`config.mk`:
```
export PLATFORM = sky130hd
export DESIGN_NAME = sync_length_xor_frame_deframer
export DESIGN_NICKNAME = d
export VERILOG_FILES = /design/src/sv/sld_pkg.sv /design/src/sv/sld_cfg_regs.sv /design/src/sv/sld_core.sv /design/src/sv/sld_out_buf.sv /design/src/sv/sync_length_xor_frame_deframer.sv
export SDC_FILE = /design/constraint.sdc
export NUM_CORES = 1
export LEC_CHECK = 0
export ABC_CLOCK_PERIOD_IN_PS = 8700
export BUFFER_PORTS_ARGS = -buffer_cell sky130_fd_sc_hd__buf_2
export CAP_MARGIN = 25
export CORE_ASPECT_RATIO = 1.25
export CORE_MARGIN = 2
export CORE_UTILIZATION = 46
export CTS_BUF_LIST = sky130_fd_sc_hd__clkbuf_2 sky130_fd_sc_hd__clkbuf_4 sky130_fd_sc_hd__clkbuf_8
export CTS_CLUSTER_DIAMETER = 40
export DETAILED_ROUTE_END_ITERATION = 8
export GPL_TIMING_DRIVEN = 0
export SYNTH_ARGS = -nofsm -noshare
export SYNTH_HDL_FRONTEND = slang
export SYNTH_SLANG_ARGS = --single-unit
```
`constraint.sdc`:
```
create_clock -name i_clk -period 8.7 [get_ports i_clk]
set_input_delay 0 -clock i_clk [delete_from_list [all_inputs] [get_ports i_clk]]
set_output_delay 0 -clock i_clk [all_outputs]
set_load 0.005 [all_outputs]
```
`src/sv/sld_pkg.sv`:
```
// Shared types and constants for the sync/length/XOR frame deframer.
// No dependencies; imported by every module of the block.
package sld_pkg;

    // Configuration register indexes
    localparam int unsigned CfgIdxW = 3;
    localparam logic [CfgIdxW-1:0] CFG_SYNC_FIRST  = 3'd0;
    localparam logic [CfgIdxW-1:0] CFG_SYNC_SECOND = 3'd1;
    localparam logic [CfgIdxW-1:0] CFG_END_MARKER  = 3'd2;
    localparam logic [CfgIdxW-1:0] CFG_MIN_LENGTH  = 3'd3;
    localparam logic [CfgIdxW-1:0] CFG_MSB_FIRST   = 3'd4;

    // Register reset values
    localparam logic [7:0]  SYNC_FIRST_RST  = 8'hE1;
    localparam logic [7:0]  SYNC_SECOND_RST = 8'h1E;
    localparam logic [7:0]  END_MARKER_RST  = 8'hEF;
    localparam logic [15:0] MIN_LENGTH_RST  = 16'd10;
    localparam logic        MSB_FIRST_RST   = 1'b1;

    // Framing constants
    localparam logic [15:0] HARD_MIN_LENGTH = 16'd10;
    localparam logic [15:0] HEADER_BYTES    = 16'd4;
    localparam logic [16:0] XOR_START       = 17'd4;

    // Frame status codes
    localparam logic [1:0] ST_OK    = 2'd0;
    localparam logic [1:0] ST_SHORT = 2'd1;
    localparam logic [1:0] ST_SUM   = 2'd2;
    localparam logic [1:0] ST_END   = 2'd3;

    typedef enum logic [1:0] {
        PH_HUNT = 2'd0,
        PH_LEN0 = 2'd1,
        PH_LEN1 = 2'd2,
        PH_BODY = 2'd3
    } t_phase;

    typedef struct packed {
        logic [7:0]  sync_first;
        logic [7:0]  sync_second;
        logic [7:0]  end_marker;
        logic [15:0] min_frame_length;
        logic        length_msb_first;
    } t_cfg;

    typedef struct packed {
        logic [7:0]  body_byte;
        logic [15:0] body_index;
        logic        frame_last;
        logic [1:0]  frame_status;
    } t_result;

endpackage

```
`src/sv/sld_cfg_regs.sv`:
```
// Configuration register bank of the frame deframer.
// Depends on sld_pkg.
module sld_cfg_regs
    import sld_pkg::*;
(
    input  logic               i_clk,
    input  logic               i_rst_n,
    input  logic               i_cfg_valid,
    input  logic [CfgIdxW-1:0] i_cfg_index,
    input  logic [15:0]        i_cfg_data,
    output t_cfg               o_cfg
);

    t_cfg r_cfg;
    t_cfg n_cfg;

    always_comb begin
        n_cfg = r_cfg;
        if (i_cfg_valid) begin
            case (i_cfg_index)
                CFG_SYNC_FIRST:  n_cfg.sync_first       = i_cfg_data[7:0];
                CFG_SYNC_SECOND: n_cfg.sync_second      = i_cfg_data[7:0];
                CFG_END_MARKER:  n_cfg.end_marker       = i_cfg_data[7:0];
                CFG_MIN_LENGTH:  n_cfg.min_frame_length = i_cfg_data;
                CFG_MSB_FIRST:   n_cfg.length_msb_first = i_cfg_data[0];
                default:         n_cfg = r_cfg;  // unmapped index ignored
            endcase
        end
    end

    always_ff @(posedge i_clk) begin
        if (!i_rst_n) begin
            r_cfg.sync_first       <= SYNC_FIRST_RST;
            r_cfg.sync_second      <= SYNC_SECOND_RST;
            r_cfg.end_marker       <= END_MARKER_RST;
            r_cfg.min_frame_length <= MIN_LENGTH_RST;
            r_cfg.length_msb_first <= MSB_FIRST_RST;
        end else begin
            r_cfg <= n_cfg;
        end
    end

    assign o_cfg = r_cfg;

endmodule

```
`src/sv/sld_core.sv`:
```
// Framing state machine: sync hunt, length capture, body pass-through and checks.
// Depends on sld_pkg.
module sld_core
    import sld_pkg::*;
(
    input  logic       i_clk,
    input  logic       i_rst_n,
    input  logic       i_accept,
    input  logic [7:0] i_rx_byte,
    input  t_cfg       i_cfg,
    output logic       o_res_valid,
    output t_result    o_res
);

    t_phase      r_phase, n_phase;
    logic        r_sync_armed, n_sync_armed;
    logic [7:0]  r_len_first, n_len_first;
    logic [15:0] r_body_length, n_body_length;
    logic [15:0] r_byte_position, n_byte_position;
    logic [7:0]  r_running_xor, n_running_xor;
    logic        r_checksum_matched, n_checksum_matched;

    logic [15:0] frame_len;
    logic [15:0] min_len;
    logic        len_short;
    logic        sync_hit;
    logic [16:0] pos_x;
    logic [16:0] len_x;
    logic        xor_en;
    logic        sum_point;
    logic        body_last;
    logic        matched_now;

    // Shared decode
    always_comb begin
        frame_len = i_cfg.length_msb_first ? {r_len_first, i_rx_byte}
                                           : {i_rx_byte, r_len_first};
        min_len   = (i_cfg.min_frame_length < HARD_MIN_LENGTH) ? HARD_MIN_LENGTH
                                                               : i_cfg.min_frame_length;
        len_short = frame_len < min_len;
        sync_hit  = r_sync_armed && (i_rx_byte == i_cfg.sync_second);
        pos_x     = {1'b0, r_byte_position};
        len_x     = {1'b0, r_body_length};
        xor_en    = (pos_x >= XOR_START) && ((pos_x + 17'd3) <= len_x);
        sum_point = (pos_x + 17'd2) == len_x;
        body_last = (pos_x + 17'd1) >= len_x;
        matched_now = sum_point ? (r_running_xor == i_rx_byte) : r_checksum_matched;
    end

    // Next phase
    always_comb begin
        n_phase = r_phase;
        if (i_accept) begin
            case (r_phase)
                PH_HUNT: if (sync_hit) n_phase = PH_LEN0;
                PH_LEN0: n_phase = PH_LEN1;
                PH_LEN1: n_phase = len_short ? PH_HUNT : PH_BODY;
                PH_BODY: if (body_last) n_phase = PH_HUNT;
                default: n_phase = PH_HUNT;
            endcase
        end
    end

    // Datapath and result
    always_comb begin
        n_sync_armed       = r_sync_armed;
        n_len_first        = r_len_first;
        n_body_length      = r_body_length;
        n_byte_position    = r_byte_position;
        n_running_xor      = r_running_xor;
        n_checksum_matched = r_checksum_matched;
        o_res_valid        = 1'b0;
        o_res              = '0;
        if (i_accept) begin
            case (r_phase)
                PH_HUNT: begin
                    n_sync_armed = sync_hit ? 1'b0 : (i_rx_byte == i_cfg.sync_first);
                end
                PH_LEN0: begin
                    n_len_first = i_rx_byte;
                end
                PH_LEN1: begin
                    if (len_short) begin
                        o_res_valid        = 1'b1;
                        o_res.frame_last   = 1'b1;
                        o_res.frame_status = ST_SHORT;
                    end else begin
                        n_body_length      = frame_len - HEADER_BYTES;
                        n_byte_position    = '0;
                        n_running_xor      = '0;
                        n_checksum_matched = 1'b0;
                    end
                end
                PH_BODY: begin
                    if (xor_en) n_running_xor = r_running_xor ^ i_rx_byte;
                    if (sum_point) n_checksum_matched = matched_now;
                    o_res_valid      = 1'b1;
                    o_res.body_byte  = i_rx_byte;
                    o_res.body_index = r_byte_position;
                    if (body_last) begin
                        o_res.frame_last = 1'b1;
                        if (!matched_now) begin
                            o_res.frame_status = ST_SUM;
                        end else if (i_rx_byte != i_cfg.end_marker) begin
                            o_res.frame_status = ST_END;
                        end
                        n_sync_armed = 1'b0;
                    end
                    n_byte_position = r_byte_position + 16'd1;
                end
                default: n_sync_armed = r_sync_armed;
            endcase
        end
    end

    always_ff @(posedge i_clk) begin
        if (!i_rst_n) begin
            r_phase            <= PH_HUNT;
            r_sync_armed       <= 1'b0;
            r_len_first        <= '0;
            r_body_length      <= '0;
            r_byte_position    <= '0;
            r_running_xor      <= '0;
            r_checksum_matched <= 1'b0;
        end else begin
            r_phase            <= n_phase;
            r_sync_armed       <= n_sync_armed;
            r_len_first        <= n_len_first;
            r_body_length      <= n_body_length;
            r_byte_position    <= n_byte_position;
            r_running_xor      <= n_running_xor;
            r_checksum_matched <= n_checksum_matched;
        end
    end

endmodule

```
`src/sv/sld_out_buf.sv`:
```
// Result register with one skid entry between the framer and the output channel.
// Depends on sld_pkg.
module sld_out_buf
    import sld_pkg::*;
(
    input  logic    i_clk,
    input  logic    i_rst_n,
    input  logic    i_res_valid,
    input  t_result i_res,
    output logic    o_full,
    output logic    o_out_valid,
    input  logic    i_out_stall,
    output t_result o_out
);

    logic    r_out_valid, n_out_valid;
    logic    r_skid_valid, n_skid_valid;
    t_result r_out, n_out;
    t_result r_skid, n_skid;
    logic    out_take;

    assign out_take = r_out_valid && !i_out_stall;

    always_comb begin
        n_out_valid  = r_out_valid;
        n_skid_valid = r_skid_valid;
        n_out        = r_out;
        n_skid       = r_skid;
        if (r_skid_valid) begin
            // no new result can arrive while the skid entry is held
            if (out_take) begin
                n_out        = r_skid;
                n_out_valid  = 1'b1;
                n_skid_valid = 1'b0;
            end
        end else if (!r_out_valid || out_take) begin
            n_out       = i_res;
            n_out_valid = i_res_valid;
        end else if (i_res_valid) begin
            n_skid       = i_res;
            n_skid_valid = 1'b1;
        end
    end

    always_ff @(posedge i_clk) begin
        if (!i_rst_n) begin
            r_out_valid  <= 1'b0;
            r_skid_valid <= 1'b0;
        end else begin
            r_out_valid  <= n_out_valid;
            r_skid_valid <= n_skid_valid;
        end
        r_out  <= n_out;
        r_skid <= n_skid;
    end

    assign o_full      = r_skid_valid;
    assign o_out_valid = r_out_valid;
    assign o_out       = r_out;

endmodule

```
`src/sv/sync_length_xor_frame_deframer.sv`:
```
// Sync, length and XOR-checksum frame deframer, top level.
// Depends on sld_pkg, sld_cfg_regs, sld_core and sld_out_buf.
//
// Usage:
//   Input channel (i_in_valid / o_in_stall, i_rx_byte): one received byte per
//   transfer. The framer hunts for sync_first then sync_second, takes two
//   length bytes, then passes out length-4 body bytes.
//   Output channel (o_out_valid / i_out_stall): at most one result per input
//   byte: body byte, its index in the body, a last flag and the frame status
//   (ok, length short, checksum bad, end marker bad; checksum wins).
//   Config channel (i_cfg_valid / o_cfg_ready, always ready): register index
//   and data; unmapped indexes are dropped. Write only while idle.
// Timing:
//   A byte is handled in the cycle it is accepted; its result is registered in
//   the output register, or in the skid entry while the output register is
//   held. Throughput is one byte per cycle while o_in_stall is low.
// Stalls:
//   A result register plus one skid entry separate the two sides. With the
//   skid entry full, o_in_stall rises and no byte is taken until the receiver
//   frees the output register.
// Reset (synchronous, active low): registers return to their defaults, the
//   framer hunts for sync with the match disarmed and both buffers empty.
module sync_length_xor_frame_deframer
    import sld_pkg::*;
(
    input  logic               i_clk,
    input  logic               i_rst_n,
    // received bytes
    input  logic               i_in_valid,
    output logic               o_in_stall,
    input  logic [7:0]         i_rx_byte,
    // results
    output logic               o_out_valid,
    input  logic               i_out_stall,
    output logic [7:0]         o_body_byte,
    output logic [15:0]        o_body_index,
    output logic               o_frame_last,
    output logic [1:0]         o_frame_status,
    // configuration writes
    input  logic               i_cfg_valid,
    output logic               o_cfg_ready,
    input  logic [CfgIdxW-1:0] i_cfg_index,
    input  logic [15:0]        i_cfg_data
);

    t_cfg    cfg;
    t_result res;
    t_result out;
    logic    res_valid;
    logic    buf_full;
    logic    in_accept;

    assign o_cfg_ready = 1'b1;
    assign o_in_stall  = buf_full;
    assign in_accept   = i_in_valid && !buf_full;

    sld_cfg_regs u_cfg (
        .i_clk       (i_clk),
        .i_rst_n     (i_rst_n),
        .i_cfg_valid (i_cfg_valid),
        .i_cfg_index (i_cfg_index),
        .i_cfg_data  (i_cfg_data),
        .o_cfg       (cfg)
    );

    sld_core u_core (
        .i_clk       (i_clk),
        .i_rst_n     (i_rst_n),
        .i_accept    (in_accept),
        .i_rx_byte   (i_rx_byte),
        .i_cfg       (cfg),
        .o_res_valid (res_valid),
        .o_res       (res)
    );

    sld_out_buf u_obuf (
        .i_clk       (i_clk),
        .i_rst_n     (i_rst_n),
        .i_res_valid (res_valid),
        .i_res       (res),
        .o_full      (buf_full),
        .o_out_valid (o_out_valid),
        .i_out_stall (i_out_stall),
        .o_out       (out)
    );

    assign o_body_byte    = out.body_byte;
    assign o_body_index   = out.body_index;
    assign o_frame_last   = out.frame_last;
    assign o_frame_status = out.frame_status;

endmodule

```
==> metrics.md, run 1 <==
| Metric | Value |
|---|---|
| Initial DRC Count | 381 |
| Total power | 0.001402 W |
| Mapped cell area | 0.009017 sq mm |
| Yosys top cell by area | dfxtp_1 |
| CTS tree | done |
| Number of synthesized flops with an enable pin | 54 |
| TritonRoute pass-1 iters | 5 |
| H-tree depth | 4 |
| Sw power | 0.0003718 W |
| Antenna Nets Post-Route | 0 |
| Via count | 7453 |
| Die Y | 160.5 um |
| Worst slew margin | 0.4678 |
| Clock root cell | clkbuf_8 |
| DRC Markers | 0 |
| CTS-repair resized insts | 0 |
| Synth unique cells | 67 |
| Num Clock Sinks | 149 |
| VDD IR max | 0.08149 mV |
| CP Launch Type | flip-flop |
| Clock tree buffer depth | 2 |
| Cells along the critical path | ha_1, clkbuf_1, a21oi_1, nor2_1, nand3_1, nor2_1, xor2_1, ha_1, a21oi_1, a2bb2oi_1, o211ai_1, a221oi_2, clkbuf_1, a31oi_1, a31oi_1, o21ai_0 |
| Final setup viols | 0 |
| Ys flop type | dfxtp_1 |
| Synth top area share | 0.2109 |
| Post-Place Worst Slack | 4.389 ns |
| Worst Tran Pin Value | 0.7982 ns |
| Worst Path Buf+Inv | 2 |
| Synth top area cells | dfxtp_1, edfxtp_1, ha_1 |
| Worst-skew pair later-pin latency | 0.48 ns |
| Core ar. | 0.01933 sq mm |
| Clock slew at reported path FFs | 0.09 ns |
| Final Critical Period | 4.368 ns |
| Via/cell ratio | 5.397 |
| Sw Ratio | 0.2652 |
| Mapped Cells | 1006 |
| GRT Util Overall | 0.2327 |
| Grt ovf | 0 |
| Setup TNS | 0 ns |
| GPL Wtd Cong | 0.9705 |
| HPWL after DPL | 17920 um |
| Sequential fraction of design power | 0.517 |
| I/O Buffers | 53 |
| Initial core utilization | 0.4666 |
| Final period util | 0.5021 |
| Share of layout cells above drive strength 1 | 0.1174 |
| Max Freq | 228.9 MHz |
| Pin count of the biggest net entering global routing | 23 |
| Storage cell area | 0.003523 sq mm |
| Wire per inst | 17.00 um |
| PD cells | 135.8 mW/mm^2 |
| Crit path max-delay family | compound AO/OA/AOI/OAI gates |
| Vias in the first global route | 7129 |
| Num CTS Buffers | 17 |
| Synth Warn # | 0 |
| Finished Cell Area | 0.01032 sq mm |
| Worst EP required | 9.06 ns |
| CP max stage delay | 0.63 ns |
| Multi-input logic area | 0.005042 sq mm |
| Fillers | 1833 |
| Max Cap Viol | 0 |
| #FFs+latches synth | 149 |
| RSZ-0062 raised after global routing | false |
| Syn avg cell area | 8.964 sq um |
| Initial antenna violation count | 0 |
| P_leak | 4.431 nW |
| Layout net count | 1187 |
| Die Wd | 129.2 um |
| Die area | 0.02075 sq mm |
| Clock power share | 0.412 |
| Syn_nets | 1090 |
| PnR worst setup slack | 4.332 ns |
| Clock skew | 0.02000 ns |
| Final number of hold-violating endpoints | 0 |
| Fin. max-slew vios | 0 |
| Layout overhead on the synthesized area | 14.49% |
| Critical Path AT | 4.73 ns |
| Num ports | 62 |
| Internal Power | 0.001030 W |
| Status | finished, final reports clean |
| Slowest CP cell | a221oi_2 |
| WS Path Type | flip-flop to flip-flop |
| First-pass GRT wire length | 37560 um |
| Hold WC Path Type | input port to flip-flop |
| Logic pwr share | 0.071 |
| CP Capture Type | flip-flop |
| Ant. Diodes | 0 |
| FP Rows | 57 |
| Placed Area | 0.009687 sq mm |
| Synth async-reset ratio | 0 |
| Sequential cell area fraction in the yosys report | 0.3907 |
| Crit path max fanout | 10 |
| Wirelength, routed | 23480 um |
path summary, 6_finish.rpt:
path | startpoint | end | slack (ns) | depth (start not counted)
max reg2reg | u_core.r_byte_position[1]$_SDFFE_PN0P_ | u_core.r_running_xor[5]$_SDFFE_PN0P_ | 4.33 | 16
min | i_rx_byte[2] | u_core.r_len_first[2]$_SDFFE_PN0P_ | 0.05 | 3
min reg2reg | u_core.r_sync_armed$_SDFFE_PN0P_ | u_core.r_sync_armed$_SDFFE_PN0P_ | 0.47 | 2
max | u_core.r_byte_position[1]$_SDFFE_PN0P_ | u_core.r_running_xor[5]$_SDFFE_PN0P_ | 4.33 | 16
synth_stat cells (3+ instances only):
library cell	instances
clkbuf_1	46
and2_1	8
o211a_1	3
nor3_1	13
edfxtp_1	54
o211ai_1	5
nand4_1	32
a21oi_1	14
inv_1	45
mux2i_1	29
a211oi_1	5
xor2_1	28
a21boi_0	43
nand2b_1	6
o21a_1	4
a21o_1	32
ha_1	52
and3_1	34
and4_1	3
o221a_2	3
dfxtp_1	95
nand3b_1	3
nor3b_1	6
nand2_1	157
o21ai_0	26
a2bb2oi_1	3
nor2b_1	12
buf_4	4
nand3_1	42
xnor2_1	62
mux2_2	6
o31ai_1	4
a31oi_1	22
nor4_1	12
buf_2	11
nor2_1	41
buf_1	4
placed cells by master (no fill, tap or decap), types with 32 or more instances in the layout:
master,Yosys,layout
nand2_1,157,157
dfxtp_1,95,95
buf_2,11,65
xnor2_1,62,62
edfxtp_1,54,54
ha_1,52,52
clkbuf_1,46,46
inv_1,45,45
a21boi_0,43,43
nand3_1,42,42
nor2_1,41,41
and3_1,34,34
nand4_1,32,32
a21o_1,32,32
tightest hold or removal path: stages:
cell      delay [ns]
clkbuf_1        0.28
nand2_1         0.13
a21boi_0        0.06
state kept, by name, summed over array words and instances (netlist names):
register,flops
u_cfg.o_cfg,41
u_core.r_body_length,16
u_core.r_byte_position,16
u_core.r_checksum_matched,1
u_core.r_len_first,8
u_core.r_phase,2
u_core.r_running_xor,8
u_core.r_sync_armed,1
u_obuf.o_full,1
u_obuf.o_out,27
u_obuf.o_out_valid,1
u_obuf.r_skid,27
cells by family (layout without fill, tap and decap cells):
logic type | after synthesis | in the layout | share of synthesized area
simple gates | 384 | 384 | 0.2122
compound gates | 183 | 183 | 0.1460
flops | 149 | 149 | 0.3907
buf+inv | 112 | 222 | 0.05148
xor+xnor | 90 | 90 | 0.08742
fa+ha+maj | 52 | 52 | 0.07215
mux | 35 | 35 | 0.03968
other cells | 1 | 1 | 0.0004159
what timing repair did:
item	in CTS	in global routing
hold endpoints to repair	49	0
setup buffers	0	0
hold buffers	22	0
cell type report:
class,instances,area share
tap,265,0.03212
inverter,45,0.01636
sequential,149,0.3413
buffer,67,0.02860
clock buffer,17,0.02266
timing repair buffer,78,0.05284
clock inverter,15,0.01769
multi-input combinational,745,0.4884
power by group through the flow:
stage	registers, W	logic (W)	clock network, W
global placement	0.000741	0.0000906	0
finish	0.000724	0.0000991	0.000578
CTS	0.000724	0.0000991	0.000589
detailed placement	0.000741	0.0000912	0
global route	0.000725	0.000109	0.000612
floorplan	0.000740	0.0000593	0
metal layers:
metal	share of wire	up-vias	GRT usage	wire, um
met5	0	-	0	0
met4	0.032	0	0.09239	749
met3	0.034	42	0.03398	800
met2	0.50	167	0.4091	11820
met1	0.43	3500	0.2830	10110
li1	-	3744	-	-
per-stage QoR:
stage                     hold WS, ns  std cells    util
after global routing           0.1002       1381  0.5341
after floorplan                0.1240       1006       -
after global placement         0.2502       1324  0.4974
final                         0.04977       1381  0.5341
after CTS                     0.03585       1381  0.5341
after detailed placement       0.2590       1327  0.5012
(Power assumes the default switching activity.)
==> run 2: changes to the inputs <==
Settings changed: ABC_AREA set to 1, ABC_CLOCK_PERIOD_IN_PS 8700 to 3700, PLACE_DENSITY set to 0.66.
Clock period 8.7 ns to 3.7 ns, I/O delays scaled along.
==> run 2 against run 1 <==
Net effect: total power rose to 2.8 times the previous value; clock power up 130%; hold slack worse by 0.012 ns; sequential power up 150%; first-iteration DRC count up 49%; clock skew up 0.0019 ns; flip-flop and latch count unchanged; clock-buffer cell count unchanged; wire length up 3.0%; largest cell class unchanged.
==> metrics.md, run 2 <==
| Metric | Value |
|---|---|
| Die Y | 160.6 um |
| Num Clock Sinks | 149 |
| Synth async-reset ratio | 0 |
| Worst EP required | 3.97 ns |
| Synth Warn # | 0 |
| Num CTS Buffers | 17 |
| Final setup viols | 0 |
| Share of layout cells above drive strength 1 | 0.1231 |
| Number of synthesized flops with an enable pin | 54 |
| Sequential cell area fraction in the yosys report | 0.3904 |
| Clock root cell | clkbuf_8 |
| Synth top area cells | dfxtp_1, edfxtp_1, nand2_1 |
| Logic pwr share | 0.208 |
| VDD IR max | 0.2399 mV |
| Clock power share | 0.335 |
| DRC Markers | 0 |
| Max Freq | 287.2 MHz |
| Most frequent cells in the layout | nand2_1, nor2_1, inv_1, dfxtp_1, buf_2 |
| Clock tree buffer depth | 2 |
| FP Rows | 57 |
| Die area | 0.02077 sq mm |
| First-pass GRT wire length | 39360 um |
| Initial antenna violation count | 0 |
| Worst-skew pair later-pin latency | 0.50 ns |
| Clock skew | 0.02195 ns |
| PD cells | 373.0 mW/mm^2 |
| Grt ovf | 0 |
| Met3 WL post-DR | 851 um |
| WS Path Type | flip-flop to flip-flop |
| WL met1 | 10140 um |
| Wire per inst | 15.22 um |
| Clock slew at reported path FFs | 0.10 ns |
| TritonRoute pass-1 iters | 5 |
| Max reg flops | 41 |
| PnR worst setup slack | 0.2176 ns |
| Worst slew margin | 0.4438 |
| Ant. Diodes | 0 |
| H-tree depth | 4 |
| Die Wd | 129.3 um |
| Commonest cells in the netlist | nand2_1, nor2_1, inv_1, dfxtp_1, o21ai_0 |
| Ys flop type | dfxtp_1 |
| #FFs+latches synth | 149 |
| Hold WC Path Type | input port to flip-flop |
| Antenna Nets Post-Route | 0 |
| Finished Cell Area | 0.01046 sq mm |
| Final number of hold-violating endpoints | 0 |
| Worst Tran Pin Value | 0.8255 ns |
| Final Critical Period | 3.482 ns |
| HPWL after DPL | 18720 um |
| Max Used Layer | met4 |
| Sw power | 0.001341 W |
| Internal Power | 0.002560 W |
| Vias in the first global route | 7847 |
| Fin. max-slew vios | 0 |
| Post-Place Worst Slack | -0.5394 ns |
| Final period util | 0.9412 |
| CTS tree | done |
| Initial DRC Count | 568 |
| Synth unique cells | 47 |
| Met2 wire length | 12130 um |
| Status | finished, final reports clean |
| CP Capture Type | flip-flop |
| I/O Buffers | 55 |
| Via count | 8026 |
| Wirelength, routed | 24190 um |
| Via/cell ratio | 5.051 |
| Crit path max fanout | 7 |
| GPL Wtd Cong | 0.9310 |
| RSZ-0062 raised after global routing | false |
| Placed Area | 0.009669 sq mm |
| CP Launch Type | flip-flop |
| Mapped cell area | 0.009026 sq mm |
| Most numerous cell in the Yosys netlist | nand2_1 |
| Core ar. | 0.01933 sq mm |
| Pin count of the biggest net entering global routing | 21 |
| Max Cap Viol | 0 |
| Critical Path AT | 3.75 ns |
| Synth top area share | 0.2107 |
| Syn_nets | 1285 |
| Yosys top cell by area | dfxtp_1 |
| Num ports | 62 |
| Sequential fraction of design power | 0.457 |
| Initial core utilization | 0.4670 |
| P_leak | 5.005 nW |
| Syn avg cell area | 7.516 sq um |
| Layout overhead on the synthesized area | 15.87% |
| Sw Ratio | 0.3437 |
| Layout net count | 1395 |
| Commonest non-fill, non-tap cell in the layout | nand2_1 |
| Mapped Cells | 1201 |
| GRT Util Overall | 0.2434 |
-- run 2: cell types whose count changed in the layout (fill, tap and decap cells not counted), moves of 23 or more --
cell      before  now
o21ai_0       26   65
nand2_1      157  272
xnor2_1       62   17
a21boi_0      43    0
xor2_1        28   58
a21oi_1       14   51
nor3_1        13   36
inv_1         45  142
and3_1        34    0
nor2_1        41  148
mux2i_1       28    0
-- run 2: per-stage QoR --
stage                     power (W)  TNS (ns)  hold WS (ns)  utilization  instances
after floorplan            0.002361         0        0.1132            -       1201
after global placement     0.002576    -34.19        0.2809       0.4984       1521
after detailed placement   0.002589    -6.335        0.2867       0.5003       1523
after CTS                  0.003921         0      0.007536       0.5378       1584
after global routing       0.004087         0       0.07216       0.5411       1589
final                      0.003901         0       0.03802       0.5411       1589
-- run 2: power by group through the flow --
| stage | logic, W | clock network [W] | registers, W |
|---|---|---|---|
| after floorplan | 0.000550 | 0 | 0.00181 |
| after global placement | 0.000758 | 0 | 0.00182 |
| after detailed placement | 0.000769 | 0 | 0.00182 |
| after CTS | 0.000801 | 0.00134 | 0.00178 |
| after global routing | 0.000910 | 0.00139 | 0.00179 |
| final | 0.000811 | 0.00131 | 0.00178 |
-- run 2: area by class of cell --
cell class	count	area (sq um)
inverter	149	563.0
buffer	51	280.3
clock inverter	15	171.4
tap	265	331.6
timing repair buffer	91	633.1
fill	1882	8869
clock buffer	17	234.0
sequential	149	3525
multi-input combinational	852	4721
-- run 2: kinds of logic after synthesis --
logic type | after synthesis | share of synthesized area
AO/OA/AOI/OAI | 171 | 0.1102
XOR/XNOR | 75 | 0.07278
adder cells (fa/ha/maj) | 52 | 0.07208
buffers and inverters | 200 | 0.09260
flip-flops | 149 | 0.3904
other | 1 | 0.0004155
AND/OR/NAND/NOR | 553 | 0.2616
-- run 2: worst max-delay path: stages, from the launching register on --
cell and delay, ns:
dfxtp_1 0.49, ha_1 0.26, nand2_1 0.10, nor2_1 0.26, nand2_1 0.09, nor2_1 0.22, xor2_1 0.25, ha_1 0.29
nand2_1 0.07, nor2_1 0.04, a211oi_1 0.28, o21bai_1 0.13, nor2_1 0.17, nand3_1 0.12, nand2_1 0.12, nand2_1 0.07
nand2_1 0.13, inv_2 0.05, nand2_1 0.07, nand2_1 0.05
-- run 2: repair_timing --
action,CTS,global route
buffers inserted,0,5
hold buffers,29,0
setup endpoints to repair,28,28
endpoints found under the hold margin,63,0
pin swaps,0,2
resized for setup,8,10
-- run 2: path summary, 6_finish.rpt --
check,start,endpoint,slack [ns],cells after the start
min reg2reg,u_cfg.o_cfg[32]$_SDFFE_PN0P_,u_cfg.o_cfg[32]$_SDFFE_PN0P_,0.47,2
max reg2reg,u_core.r_byte_position[1]$_SDFFE_PN0P_,u_obuf.o_out[0]$_DFFE_PP_,0.22,19
max,u_core.r_byte_position[1]$_SDFFE_PN0P_,u_obuf.o_out[0]$_DFFE_PP_,0.22,19
min,i_rx_byte[7],u_core.r_len_first[7]$_SDFFE_PN0P_,0.04,3
-- run 2: metal layers --
metal,vias to the layer above,track usage
met1,3650,0.2867
met4,0,0.1201
li1,4110,-
met5,-,0
met2,198,0.4278
met3,68,0.03464
